### config.mk
export PLATFORM = sky130hd
export DESIGN_NAME = pem_out_fifo
export DESIGN_NICKNAME = d
export VERILOG_FILES = /design/src/hw/rtl/pem_pkg.sv /design/src/hw/rtl/pem_out_fifo.sv
export SDC_FILE = /design/constraint.sdc
export NUM_CORES = 1
export LEC_CHECK = 0
export ABC_AREA = 1
export BUFFER_PORTS_ARGS = -buffer_cell sky130_fd_sc_hd__clkbuf_2
export CORE_MARGIN = 2
export CORE_UTILIZATION = 30
export CTS_CLUSTER_SIZE = 12
export DETAILED_ROUTE_END_ITERATION = 6
export PLACE_DENSITY = 0.46
export SLEW_MARGIN = 20
export SYNTH_ARGS = -nofsm -noshare
export SYNTH_HDL_FRONTEND = slang
export SYNTH_SLANG_ARGS = --single-unit
export TNS_END_PERCENT = 20
### constraint.sdc
create_clock -name clk -period 2.47 [get_ports clk]
set_input_delay 0.3705 -clock clk [delete_from_list [all_inputs] [get_ports clk]]
set_output_delay 0.3705 -clock clk [all_outputs]
set_load 0.01 [all_outputs]
### src/hw/rtl/pem_pkg.sv
// shared types and constants for the prewitt edge magnitude core
`timescale 1ns / 1ps
package pem_pkg;

  localparam int CFG_W          = 11;
  localparam int MAG_W          = 11;
  localparam int CFG_IDX_W      = 4;
  localparam int MIN_DIM        = 3;
  localparam int WIDTH_RST      = 24;
  localparam int HEIGHT_RST     = 7;
  localparam int DEF_MAX_WIDTH  = 1024;
  localparam int DEF_MAX_HEIGHT = 1024;
  localparam int DEF_PIXEL_BITS = 8;
  localparam int OUT_DEPTH      = 8;

  localparam logic [CFG_IDX_W-1:0] REG_IMAGE_WIDTH  = CFG_IDX_W'(0);
  localparam logic [CFG_IDX_W-1:0] REG_IMAGE_HEIGHT = CFG_IDX_W'(1);

  typedef struct packed {
    logic valid;
    logic emit;
    logic last;
  } pem_ctl_t;

  typedef struct packed {
    logic             last;
    logic [MAG_W-1:0] magnitude;
  } pem_res_t;

endpackage

### src/hw/rtl/pem_out_fifo.sv
// result queue that decouples the pipeline from a stalling receiver
`timescale 1ns / 1ps
module pem_out_fifo (
  input  logic                                  clk,
  input  logic                                  rst_n,
  input  logic                                  push_i,
  input  pem_pkg::pem_res_t                     din_i,
  input  logic                                  stall_i,
  output logic                                  valid_o,
  output pem_pkg::pem_res_t                     dout_o,
  output logic [$clog2(pem_pkg::OUT_DEPTH+1)-1:0] count_o
);
  import pem_pkg::*;

  localparam int PW = $clog2(OUT_DEPTH);
  localparam int CW = $clog2(OUT_DEPTH + 1);

  pem_res_t       buf_r [OUT_DEPTH];
  logic [PW-1:0]  wr_ptr_r, rd_ptr_r;
  logic [CW-1:0]  count_r;
  logic           pop;

  assign valid_o = (count_r != '0);
  assign dout_o  = buf_r[rd_ptr_r];
  assign count_o = count_r;
  assign pop     = valid_o && !stall_i;

  always_ff @(posedge clk) begin
    if (push_i) begin
      buf_r[wr_ptr_r] <= din_i;
    end
  end

  always_ff @(posedge clk) begin
    if (!rst_n) begin
      wr_ptr_r <= '0;
      rd_ptr_r <= '0;
      count_r  <= '0;
    end else begin
      if (push_i) begin
        wr_ptr_r <= PW'(wr_ptr_r + 1'b1);
      end
      if (pop) begin
        rd_ptr_r <= PW'(rd_ptr_r + 1'b1);
      end
      case ({push_i, pop})
        2'b10:   count_r <= CW'(count_r + 1'b1);
        2'b01:   count_r <= CW'(count_r - 1'b1);
        default: count_r <= count_r;
      endcase
    end
  end

endmodule

* Word-level counts from Yosys, hierarchy flattened *
Memories as Yosys holds them, arrays and structs flattened. A register that Yosys moved wholly into a read port is not among the register bits.
Index checks and enable logic that the tools add are counted.

word-level totals
  register bits = 10
  bits in writable memories = 96
  logic and storage cells = 19
  memories kept = 1

memories
  name   words  bits a word  read ports  clocked after memory_dff  wr ports  line                source
  buf_r  8      12           1           1                         1         pem_out_fifo.sv:18  pem_res_t buf_r [OUT_DEPTH];

cells by class
  add/subtract/negate cells = 4
  eq/ne operators = 2
  muxes and demuxes = 5
  reductions and logical operators = 4

operator list
  kind                                                                   count
  4-bit case mux with 2 select lines                                     1
  3-bit by 1-bit adder with 3-bit output, second input constant          2
  3-bit 2-to-1 mux                                                       2
  4-bit by 1-bit adder with 4-bit output, second input constant          1
  4-bit nonzero test                                                     1
  4-bit by 1-bit subtractor with 4-bit output, second input constant     1
  2-bit by 1-bit equality test with 1-bit output, second input constant  1
  2-bit equality test, second input constant                             1
  1-bit 2-to-1 mux                                                       2
  2-bit nonzero test                                                     1
  1-bit logical AND                                                      1
  1-bit zero test                                                        1

* Logic depth before layout (Yosys ltp) *
Gate-level depths: netlist (run 1).

  depth in word-level cells = 4
  mapped depth = 14
  gate-level depth less buffers = 14

* Worst setup path after synthesis (run 1) *
OpenSTA, ideal clock, no wires.

  path kind = flip-flop to flip-flop
  start point = register count_r[0] (netlist: count_o[0])
  end point = register count_r[2] (netlist: count_o[2])
  setup time = 0.115 ns
  arrival = 1.796 ns
  data required time = 2.355 ns
  slack = 0.559 ns
  cell stages (with the launch flop) = 14
  path buffers = 0
  clock period less this slack = 1.911 ns
  cells stage by stage = dfxtp_1 > inv_1 > nand4_1 > nand2_1 > inv_1 > ha_1 > nand2_1 > inv_1 > nor2_1 > ha_1 > a21oi_1 > xnor2_1 > o21ai_0 > inv_1

between the ends
  longest elaborated chain between the ends = 4
  elaborated cells on any way between the ends = 8

ends and longest elaborated chain
  element                                                                                       line                source
  from (decl)                                                                                   pem_out_fifo.sv:20  logic [CW-1:0] count_r;
  from (signal assigned)                                                                        pem_out_fifo.sv:47  2'b10: count_r <= CW'(count_r + 1'b1);
  from (signal assigned)                                                                        pem_out_fifo.sv:48  2'b01: count_r <= CW'(count_r - 1'b1);
  from (signal assigned)                                                                        pem_out_fifo.sv:49  default: count_r <= count_r;
  4-bit nonzero test (*)                                                                        pem_out_fifo.sv:23  assign valid_o = (count_r != '0);
  named net valid_o                                                                             pem_out_fifo.sv:9   output logic valid_o,
  1-bit logical AND (*)                                                                         pem_out_fifo.sv:26  assign pop = valid_o && !stall_i;
  2-bit by 1-bit equality test with 1-bit output / 2-bit equality test (equally long branches)  pem_out_fifo.sv:46  case ({push_i, pop})
  4-bit case mux with 2 select lines / 2-bit nonzero test (equally long branches)               n/a

The timed path passes the listed nets; every way through them passes the cells marked *.
A chain may end at the register's enable or synchronous reset.

==> results of run 1 <==
worst min-delay path by stage:
stage / startpoint / to / depth (start not counted)
after floorplan: rd_ptr_r[0] / register / 1
after global placement: rd_ptr_r[0] / rd_ptr_r[0] / 1
after detailed placement: rd_ptr_r[0] / register / 1
after CTS: push_i / wr_ptr_r[2] / 3
after global routing: din_i[9] / buf_r[0][9] / 1
final: push_i / wr_ptr_r[2] / 3
power by group:
| group | internal (W) | total, W | leakage (nW) | switching (W) |
|---|---|---|---|---|
| clock | 0.000797 | 0.00143 | 0.142 | 0.000635 |
| combinational | 0.000455 | 0.00127 | 0.745 | 0.000810 |
| sequential | 0.00210 | 0.00216 | 0.979 | 0.0000591 |
logic make-up after synthesis:
| logic type | synth area share (%) |
|---|---|
| compound gates | 9.350 |
| xor+xnor | 0.5987 |
| fa+ha+maj | 1.425 |
| buf+inv | 3.991 |
| flops | 71.61 |
| mux | 2.737 |
| simple gates | 10.29 |
synth_stat cells:
master / count
buf_12: 1
o21ai_1: 10
or2_2: 1
xnor2_1: 2
a21oi_1: 11
dfxtp_1: 13
mux2i_1: 12
ha_1: 5
nand4_1: 1
clkbuf_2: 2
nand2_1: 53
o22ai_1: 12
nand3_1: 3
nor2_1: 60
buf_4: 2
edfxtp_1: 96
xor2_1: 1
o21ai_0: 46
inv_1: 17
clkbuf_1: 2
inv_2: 1
buf_6: 2
buf_2: 5
clkbuf_4: 1
tightest hold or removal path, delay by kind of cell:
kind	cells	cell delay, ps
AOI/OAI and AO/OA	1	60
buffers and inverters	1	100
and+or+nand+nor	1	70
metal layers:
layer | global-route usage [%] | vias to the layer above
met3 | 2.781 | 8
met4 | 4.314 | 0
met1 | 16.87 | 1362
met2 | 20.70 | 32
met5 | 0 | -
li1 | - | 1357
state kept, by name, indices dropped and copies added (netlist names), named ones only:
signal	count
buf_r	96
count_o	4
wr_ptr_r	3
rd_ptr_r	3
final cells by class:
cell class                      count  area share, %
Clock buffer                       12          4.645
Sequential cell                   109          61.76
Inverter                           18          1.327
Tap cell                          184          4.522
Timing Repair Buffer               47          5.603
Multi-Input combinational cell    217          21.04
Clock inverter                      4          1.106
per-stage QoR:
| stage | utilization [%] | cells | hold slack, ps | power [W] | setup WS [ps] |
|---|---|---|---|---|---|
| 6_report | 35.30 | 591 | 306.8 | 0.004857 | 307.6 |
| 5_1_grt | 35.30 | 591 | 309.3 | 0.005162 | 101.3 |
| 4_1_cts | 35.30 | 591 | 291.4 | 0.004938 | 212.9 |
| 3_5_place_dp | 33.27 | 575 | 474.8 | 0.003495 | 482.8 |
| 3_3_place_gp | 33.27 | 575 | 476.6 | 0.003477 | 578.6 |
| 2_1_floorplan | - | 359 | 447.6 | 0.003104 | 559.0 |
==> out/metrics.yaml, run 1 <==
run_status:
  status: "finished, final reports clean"
placed_design:
  placed_cell_area_um2: 4798
  gp_congestion: 0.7809
  dp_hpwl_um: 5573
  io_buffers: 32
route:
  ant_nets: 0
  top_layer: "met4"
  wl_met3_um: 307
  avgRoutedWirePerCell_um: 16.04
  routed_via_density: 4.668
  wl_met2_um: 4470
  wl_met1_um: 4579
  first_pass_iters: 5
  drtIter0Drc: 144
  num_vias: 2759
  drt_wl_total_um: 9477
  drc: 0
yosys:
  synth-seq-area-share_pct: 71.61
  synth_area_leaders: "edfxtp_1 66%, dfxtp_1 5.9%, o21ai_0 5.2%"
  postSynthAreaPerCell_um2: 12.23
  synth.net_count: 380
  yosysWarnings: 0
  synth.distinct_cells: 24
  synth_top_area_share_pct: 65.68
  syn-cell-area_um2: 4389
  synth_largest_area_cell: "edfxtp_1"
  syn_inst: 359
  yosys_register_bits: 109
grt:
  grt.total_usage_pct: 12.68
  antenna_found_initial: 0
  grt_max_degree: 49
  grt_pass1_wl_um: 15050
  grt_remaining_overflow: 0
  grt_pass1_vias: 2724
critical_path:
  reg2reg_setup_slack_ps: 460
  cp.arrival_ps: 1790
  path_depth: 6
  end_kind: "output pin"
  critical_path_class: "reg -> out"
  worstPathMaxFanout: 36
  start_kind: "register"
  reg2reg_to: "count_o[2]"
  slowest_delay_ps: 490
  crit_path_frequent_cell: "nand2_1"
  crit_buf_inv: 2
  path_cells: "inv_2 -> o21ai_0 -> o21ai_1 -> nand2_1 -> nand2_1 -> clkbuf_2"
  r2r_start: "count_o[1]"
  cp-endpoint: "dout_o[0]"
  reg2regPathDepth: 13
  cp_slowest_cell: "inv_2"
  crit_family: "buffers and inverters"
  worstPathRequired_ps: 2100
clock_tree:
  cts_tree: "yes"
  htreeDepth: 3
  post_cts_buffers: 0
  ctsHoldBuffers: 0
  root_buffer: "clkbuf_16"
  clock_sinks: 109
  clk_pin_slew_ps: 60
  cts_made_buffers: 9
  clk_latency_ps: 340
  clock_path_buffers: 2
  postCtsResizedCells: 0
timing:
  min_period_ps: 2162
  setup_viol: 0
  finalCritPeriodShare_pct: 87.55
  clock.fmax_mhz: 462.4
  slew_viol_final: 0
  max-slew-margin-rel_pct: 55.65
  skew_ps: 7.584
  final_hold_viol_count: 0
  finalSetupTns_ps: 0
  rsz0062_at_grt: "no"
  tightest_slew_ps: 664.3
run:
  cap_viol_max_count: 0
floorplan:
  dieArea_um2: 15610
  io-pin-count: 33
  start_util_pct: 30.43
  die_h_um: 125.0
  core_um2: 14420
  fp-row-count: 44
  die_width_um: 125.0
finish:
  final_common_cell: "edfxtp_1"
  fillCellCount: 1473
  multi_input_area_um2: 1071
  synthToLayoutAreaGrowth_pct: 15.99
  final_area_um2: 5091
  diodes: 0
  seqCellArea_um2: 3144
  drive_gt1_share_pct: 15.48
  most-common-layout-cells: "96 x edfxtp_1, 60 x nor2_1, 53 x nand2_1"
  fin_nets: 423
hold_path:
  min_path_type: "in -> reg"
power:
  ir_worst_vdd_mv: 0.4108
  powerDensity_nw_per_um2: 954.0
  p_leak_nw: 1.866
Note: power is estimated with default switching activity, not from simulation.
==> run 2, diff against run 1 <==
--- a/config.mk
+++ b/config.mk
@@ -5,7 +5,7 @@
 export SDC_FILE = /design/constraint.sdc
 export NUM_CORES = 1
 export LEC_CHECK = 0
-export ABC_AREA = 1
+export ABC_AREA = 0
 export BUFFER_PORTS_ARGS = -buffer_cell sky130_fd_sc_hd__clkbuf_2
 export CORE_MARGIN = 2
 export CORE_UTILIZATION = 30
==> run 2 against run 1 <==
Combinational power decreased by 15%. Total power down 5.8%. Via count down 25%. Synthesized cell count shrank 41%. Setup slack got worse by 170 ps. Critical path depth fell by 2. Count of clock-buffer cells in the layout fell by 2. Global-route usage is 1.7 points lower. Final cell count is 24% lower. Maximum frequency fell by 7.3%. Critical path type unchanged. Critical endpoint is now dout_o[11].
==> out/metrics.yaml, run 2 <==
placed_design:
  io_buffers: 32  # unchanged
  place_inst: 435  # -24%
  gp_congestion: 0.6905  # -12%
  dp_hpwl_um: 5131  # -7.9%
yosys:
  synth_top_area_share_pct: 66.36  # +0.68 points
  synth_area_leaders: "edfxtp_1 66%, mux4_1 13%, dfxtp_1 6.0%"
  synth.most_common_cell: "edfxtp_1"
  synth_simple_gate_area_share_pct: 4.176  # -6.1 points
  synth_xor_area_share_pct: 1.411  # +0.81 points
  synthMuxAreaShare_pct: 18.06  # +15 points
  synth.net_count: 232  # -39%
  syn-cell-area_um2: 4344  # -1.0%
  synth_commonest_cells: "96 x edfxtp_1, 21 x mux4_1, 13 x dfxtp_1, 12 x mux2_2, 7 x nor2_1"
  synth_adder_area_share_pct: 1.440  # +0.015 points
  synth.distinct_cells: 28  # +17%
  synth_top_family_by_area: "multiplexers"
  synth-main-ff-cell: "edfxtp_1"
  async_reset_ff_share_pct: 0  # unchanged
  synth-seq-area-share_pct: 72.35  # +0.74 points
  yosys_register_bits: 109  # unchanged
  postSynthAreaPerCell_um2: 20.59  # +68%
  synth-compound-area-share_pct: 1.123  # -8.2 points
  synth_edf_count: 96  # unchanged
  synth_largest_area_cell: "edfxtp_1"
  yosysWarnings: 0  # unchanged
  syn_inst: 211  # -41%
critical_path:
  worstPathRequired_ps: 2100  # about the same
  worstPathMaxFanout: 24  # -33%
  cp.arrival_ps: 1960  # +170 ps
  path_depth: 4  # -2
  path_cells: "buf_12 -> mux4_1 -> mux2_2 -> clkbuf_2"
  r2r_start: "count_o[1]"
  reg2regPathDepth: 9  # -4
  cp_slowest_cell: "mux4_1"
  crit_buf_inv: 2  # unchanged
  start_kind: "register"
  critical_path_class: "reg -> out"
  end_kind: "output pin"
  slowest_delay_ps: 600  # +110 ps
  crit_family: "multiplexers"
timing:
  final_hold_viol_count: 0  # unchanged
  finalCritPeriodShare_pct: 94.45  # +6.9 points
  slew_viol_final: 0  # unchanged
  finalSetupTns_ps: 0  # unchanged
  rsz0062_at_grt: "no"
  tightest_slew_ps: 378.8  # -285.5 ps
  max-slew-margin-rel_pct: 74.71  # +19 points
  skew_ps: 8.396  # +0.8122 ps
  setup_viol: 0  # unchanged
  hold_ws_ps: 300.9  # -5.885 ps
  min_period_ps: 2333  # +170.6 ps
  clock.fmax_mhz: 428.6  # -7.3%
finish:
  diodes: 0  # unchanged
  final_common_cell: "edfxtp_1"
  fin_nets: 287  # -32%
  largest-register: "buf_r"
  synthToLayoutAreaGrowth_pct: 18.06
  drive_gt1_share_pct: 31.11  # +16 points
  most-common-layout-cells: "96 x edfxtp_1, 32 x clkbuf_2, 21 x mux4_1"
  largest_reg_flops: 96  # unchanged
  fillCellCount: 1333  # -9.5%
  finalNonFillerCells: 450  # -24%
grt:
  grt_pass1_vias: 2133  # -22%
  antenna_found_initial: 0  # unchanged
  grt_pass1_wl_um: 12690  # -16%
  busiest_layer: "met2"
  grtUsageMet1_pct: 14.60  # -2.3 points
  grtUsageMet3_pct: 2.792  # +0.011 points
  grt.total_usage_pct: 11.03  # -1.7 points
  grt_max_degree: 25  # -49%
  grt_remaining_overflow: 0  # unchanged
  grt_util_met2_pct: 17.36  # -3.3 points
hold_path:
  min_from: "din_i[9]"
  min_path_type: "in -> reg"
  hold_depth: 1  # -2
clock_tree:
  cts_made_buffers: 9  # unchanged
  root_buffer: "clkbuf_16"
  cts_tree: "yes"
  clk_pin_slew_ps: 70  # about the same
  clock_path_buffers: 2  # unchanged
  htreeDepth: 3  # unchanged
  clock_sinks: 109  # unchanged
  clk_latency_ps: 340  # about the same
floorplan:
  io-pin-count: 33  # unchanged
  start_util_pct: 31.06  # +0.63 points
  core_um2: 13990  # -3.0%
  die_h_um: 124.3  # -0.50%
  die_width_um: 124.3  # -0.50%
  dieArea_um2: 15460  # -0.99%
  fp-row-count: 43  # -2.3%
power:
  switching_share_pct: 26.44  # -4.5 points
  power_frac_seq_pct: 47.8  # +3.4 points
  p_leak_nw: 1.776  # -4.8%
  p_int_w: 0.003366  # +0.38%
  ir_worst_vdd_mv: 0.2813  # -32%
  powerDensity_nw_per_um2: 892.1  # -6.5%
  power.switching_w: 0.001210  # -20%
  p_comb_share_pct: 23.5  # -2.6 points
  clkPwrFrac_pct: 28.7  # -0.8 points
route:
  drtIter0Drc: 92  # -36%
  drc: 0  # unchanged
  routed_via_density: 4.578  # -1.9%
  drt_wl_total_um: 8086  # -15%
  ant_nets: 0  # unchanged
  num_vias: 2060  # -25%
  avgRoutedWirePerCell_um: 17.97  # +12%
  first_pass_iters: 4  # -1
run:
  cap_viol_max_count: 0  # unchanged
run_status:
  status: "finished, final reports clean"
run 2: cell families after synthesis:
family          count (synthesis)
compound gates                  8
xor+xnor                        7
fa+ha+maj                       5
buf+inv                        10
flops                         109
mux                            39
simple gates                   33
run 2: what timing repair did:
action,CTS,global route
buffers inserted,0,0
setup endpoints to repair,0,1
endpoints found under the hold margin,0,0
resized for setup,0,3
hold buffers,0,0
run 2: path summary, 6_finish.rpt:
check	slack [ps]	endpoint
worst max-delay path	140	dout_o[11]
worst max register to register	220	count_o[2]
worst min register to register	530	rd_ptr_r[1]
worst min-delay path	300	buf_r[7][9]
run 2: layer usage:
layer  wire, µm  up-vias  share of wire [%]
li1           -      978                  -
met1       3765     1051                 47
met2       3960       22                 49
met3        227        9                2.8
met4        133        0                1.6
met5          0        -                  0
run 2: power by group through the flow:
stage               Clock, W  Sequential (W)  Combinational [W]
floorplan                  0         0.00221           0.000747
global placement           0         0.00221            0.00109
detailed placement         0         0.00221            0.00109
CTS                  0.00136         0.00217            0.00109
global route         0.00143         0.00220            0.00119
finish               0.00131         0.00218            0.00108
run 2: area by class of cell:
cell class | count | area (µm²) | share of cell area [%]
flip-flops and latches | 109 | 3143 | 61.28
multi-input cells | 92 | 1166 | 22.74
clock buffers | 10 | 229.0 | 4.465
clock inverters | 5 | 35.03 | 0.6831
inverters | 2 | 7.507 | 0.1464
repair buffers | 52 | 322.8 | 6.294
well taps | 180 | 225.2 | 4.391
run 2: per-stage QoR:
| stage | area (µm²) | power, W | setup WS [ps] | util (%) |
|---|---|---|---|---|
| floorplan | 4344 | 0.002952 | 161.8 | - |
| global placement | 4847 | 0.003294 | 156.1 | 34.65 |
| detailed placement | 4847 | 0.003298 | 111.2 | 34.65 |
| CTS | 5111 | 0.004621 | 69.28 | 36.54 |
| global route | 5129 | 0.004827 | 11.34 | 36.66 |
| finish | 5129 | 0.004575 | 137.0 | 36.66 |
==> run 3, diff against run 2 <==
--- a/config.mk
+++ b/config.mk
@@ -12,6 +12,7 @@
 export CTS_CLUSTER_SIZE = 12
 export DETAILED_ROUTE_END_ITERATION = 6
 export PLACE_DENSITY = 0.46
+export REMOVE_ABC_BUFFERS = 1
 export SLEW_MARGIN = 20
 export SYNTH_ARGS = -nofsm -noshare
 export SYNTH_HDL_FRONTEND = slang
==> constraint.sdc (replaced) <==
create_clock -name clk -period 2.8 [get_ports clk]
set_input_delay 0.42 -clock clk [delete_from_list [all_inputs] [get_ports clk]]
set_output_delay 0.42 -clock clk [all_outputs]
set_load 0.01 [all_outputs]
==> run 3 against run 2 <==
Critical path depth stayed put. Count of clock-buffer cells in the layout stayed put. Design area is 0.37% lower. Critical path type unchanged.
==> out/metrics.yaml, run 3 (synthesis gave the netlist of run 2 again) <==
run_status:
  status: "finished, final reports clean"
critical_path:
  end_kind: "output pin"
  worstPathMaxFanout: 16  # -33%
  critical_path_class: "reg -> out"
  start_kind: "register"
  reg2reg_setup_slack_ps: 410  # +190 ps
  cp.arrival_ps: 2000  # +40 ps
  worstPathRequired_ps: 2380  # +280 ps
power:
  p_int_w: 0.003024  # -10%
  power_frac_seq_pct: 47.1  # -0.7 points
  ir_worst_vdd_mv: 0.3841  # +37%
  powerDensity_nw_per_um2: 794.0  # -11%
  clkPwrFrac_pct: 30.1  # +1.4 points
  switching_share_pct: 25.48  # -0.96 points
  p_comb_share_pct: 22.8  # -0.7 points
  p_leak_nw: 1.768  # -0.43%
  power.switching_w: 0.001034  # -15%
clock_tree:
  postCtsResizedCells: 0  # unchanged
  clock_sinks: 109  # unchanged
  cts_tree: "yes"
  htreeDepth: 3  # unchanged
  clock_path_buffers: 2  # unchanged
  clk_latency_ps: 350  # about the same
  ctsHoldBuffers: 0  # unchanged
  root_buffer: "clkbuf_16"
  post_cts_buffers: 0  # unchanged
  clk_pin_slew_ps: 70  # about the same
  cts_made_buffers: 9  # unchanged
finish:
  synthToLayoutAreaGrowth_pct: 17.63
  finish.utilization_pct: 36.53  # -0.13 points
  largest_reg_flops: 96  # unchanged
  diodes: 0  # unchanged
  most-common-layout-cells: "96 x edfxtp_1, 32 x clkbuf_2, 21 x mux4_1"
  fillCellCount: 1338  # +0.38%
  fin_nets: 286  # -0.35%
  drive_gt1_share_pct: 29.63  # -1.5 points
  final_common_cell: "edfxtp_1"
  largest-register: "buf_r"
floorplan:
  io-pin-count: 33  # unchanged
  die_width_um: 124.3  # unchanged
  fp-row-count: 43  # unchanged
  core_um2: 13990  # unchanged
  dieArea_um2: 15460  # unchanged
  start_util_pct: 31.06  # unchanged
  die_h_um: 124.3  # unchanged
grt:
  grt_pass1_vias: 2142  # +0.42%
  grt_pass1_wl_um: 12250  # -3.4%
  grt_remaining_overflow: 0  # unchanged
  grt.total_usage_pct: 10.85  # -0.18 points
  grt_max_degree: 25  # unchanged
  antenna_found_initial: 0  # unchanged
timing:
  setup_viol: 0  # unchanged
  hold_ws_ps: 345.7  # +44.83 ps
  min_period_ps: 2419
  max-slew-margin-rel_pct: 64.77  # -9.9 points
  skew_ps: 7.178  # -1.218 ps
  slew_viol_final: 0  # unchanged
  tightest_slew_ps: 526.4  # +147.6 ps
  clock.fmax_mhz: 413.4
  final_hold_viol_count: 0  # unchanged
  finalSetupTns_ps: 0  # unchanged
  fin_ws_ps: 380.8  # +243.8 ps
  finalCritPeriodShare_pct: 86.40
  rsz0062_at_grt: "no"
run:
  cap_viol_max_count: 0  # unchanged
placed_design:
  gp_congestion: 0.6912  # +0.10%
  io_buffers: 32  # unchanged
  dp_hpwl_um: 5118  # -0.25%
  dp_slack_ps: 438.4  # +327.2 ps
route:
  drtIter0Drc: 171  # +86%
  avgRoutedWirePerCell_um: 17.60  # -2.0%
  ant_nets: 0  # unchanged
  first_pass_iters: 4  # unchanged
  routed_via_density: 4.598  # +0.44%
  drt_wl_total_um: 7921  # -2.0%
  num_vias: 2069  # +0.44%
  drc: 0  # unchanged
hold_path:
  min_path_type: "in -> reg"
-- run 3: metrics by stage --
stage	total power, W	area, µm²	cells
floorplan	0.002550	4289	203
detailed placement	0.002894	4827	434
global placement	0.002886	4827	434
finish	0.004057	5110	450
CTS	0.004116	5110	450
global route	0.004265	5110	450
-- run 3: power by group through the flow --
stage	logic [W]	registers [W]	clock network, W
6_report	0.000923	0.00191	0.00122
5_1_grt	0.00101	0.00193	0.00132
4_1_cts	0.000949	0.00191	0.00125
3_5_place_dp	0.000946	0.00195	0
3_3_place_gp	0.000942	0.00194	0
2_1_floorplan	0.000538	0.00201	0
-- run 3: metal layers --
layer / routed length (µm) / track usage [%] / vias up
met5: 0 / 0 / -
met3: 253 / 2.234 / 13
li1: - / - / 970
met4: 191 / 5.552 / 0
met2: 3940 / 17.87 / 44
met1: 3536 / 13.53 / 1042
-- run 3: layout make-up --
type	instances	area, µm²	area share (%)
Clock inverter	6	53.80	1.053
Sequential cell	109	3143	61.51
Inverter	2	7.507	0.1469
Tap cell	180	225.2	4.407
Multi-Input combinational cell	92	1149	22.48
Clock buffer	10	229.0	4.481
Timing Repair Buffer	51	302.8	5.926
-- run 3: final timing paths --
path              depth (start not counted)       start     endpoint
hold reg to reg                           2  count_o[3]   count_o[3]
setup / recovery                          4    register    dout_o[9]
hold / removal                            1    din_i[1]  buf_r[2][1]
setup reg to reg                          9  count_o[1]   count_o[2]
-- run 3: worst max-delay path: stages (launching register included) --
cell and delay, ps:
dfxtp_1 330, buf_4 290, mux4_1 630, mux2_2 280, clkbuf_2 130
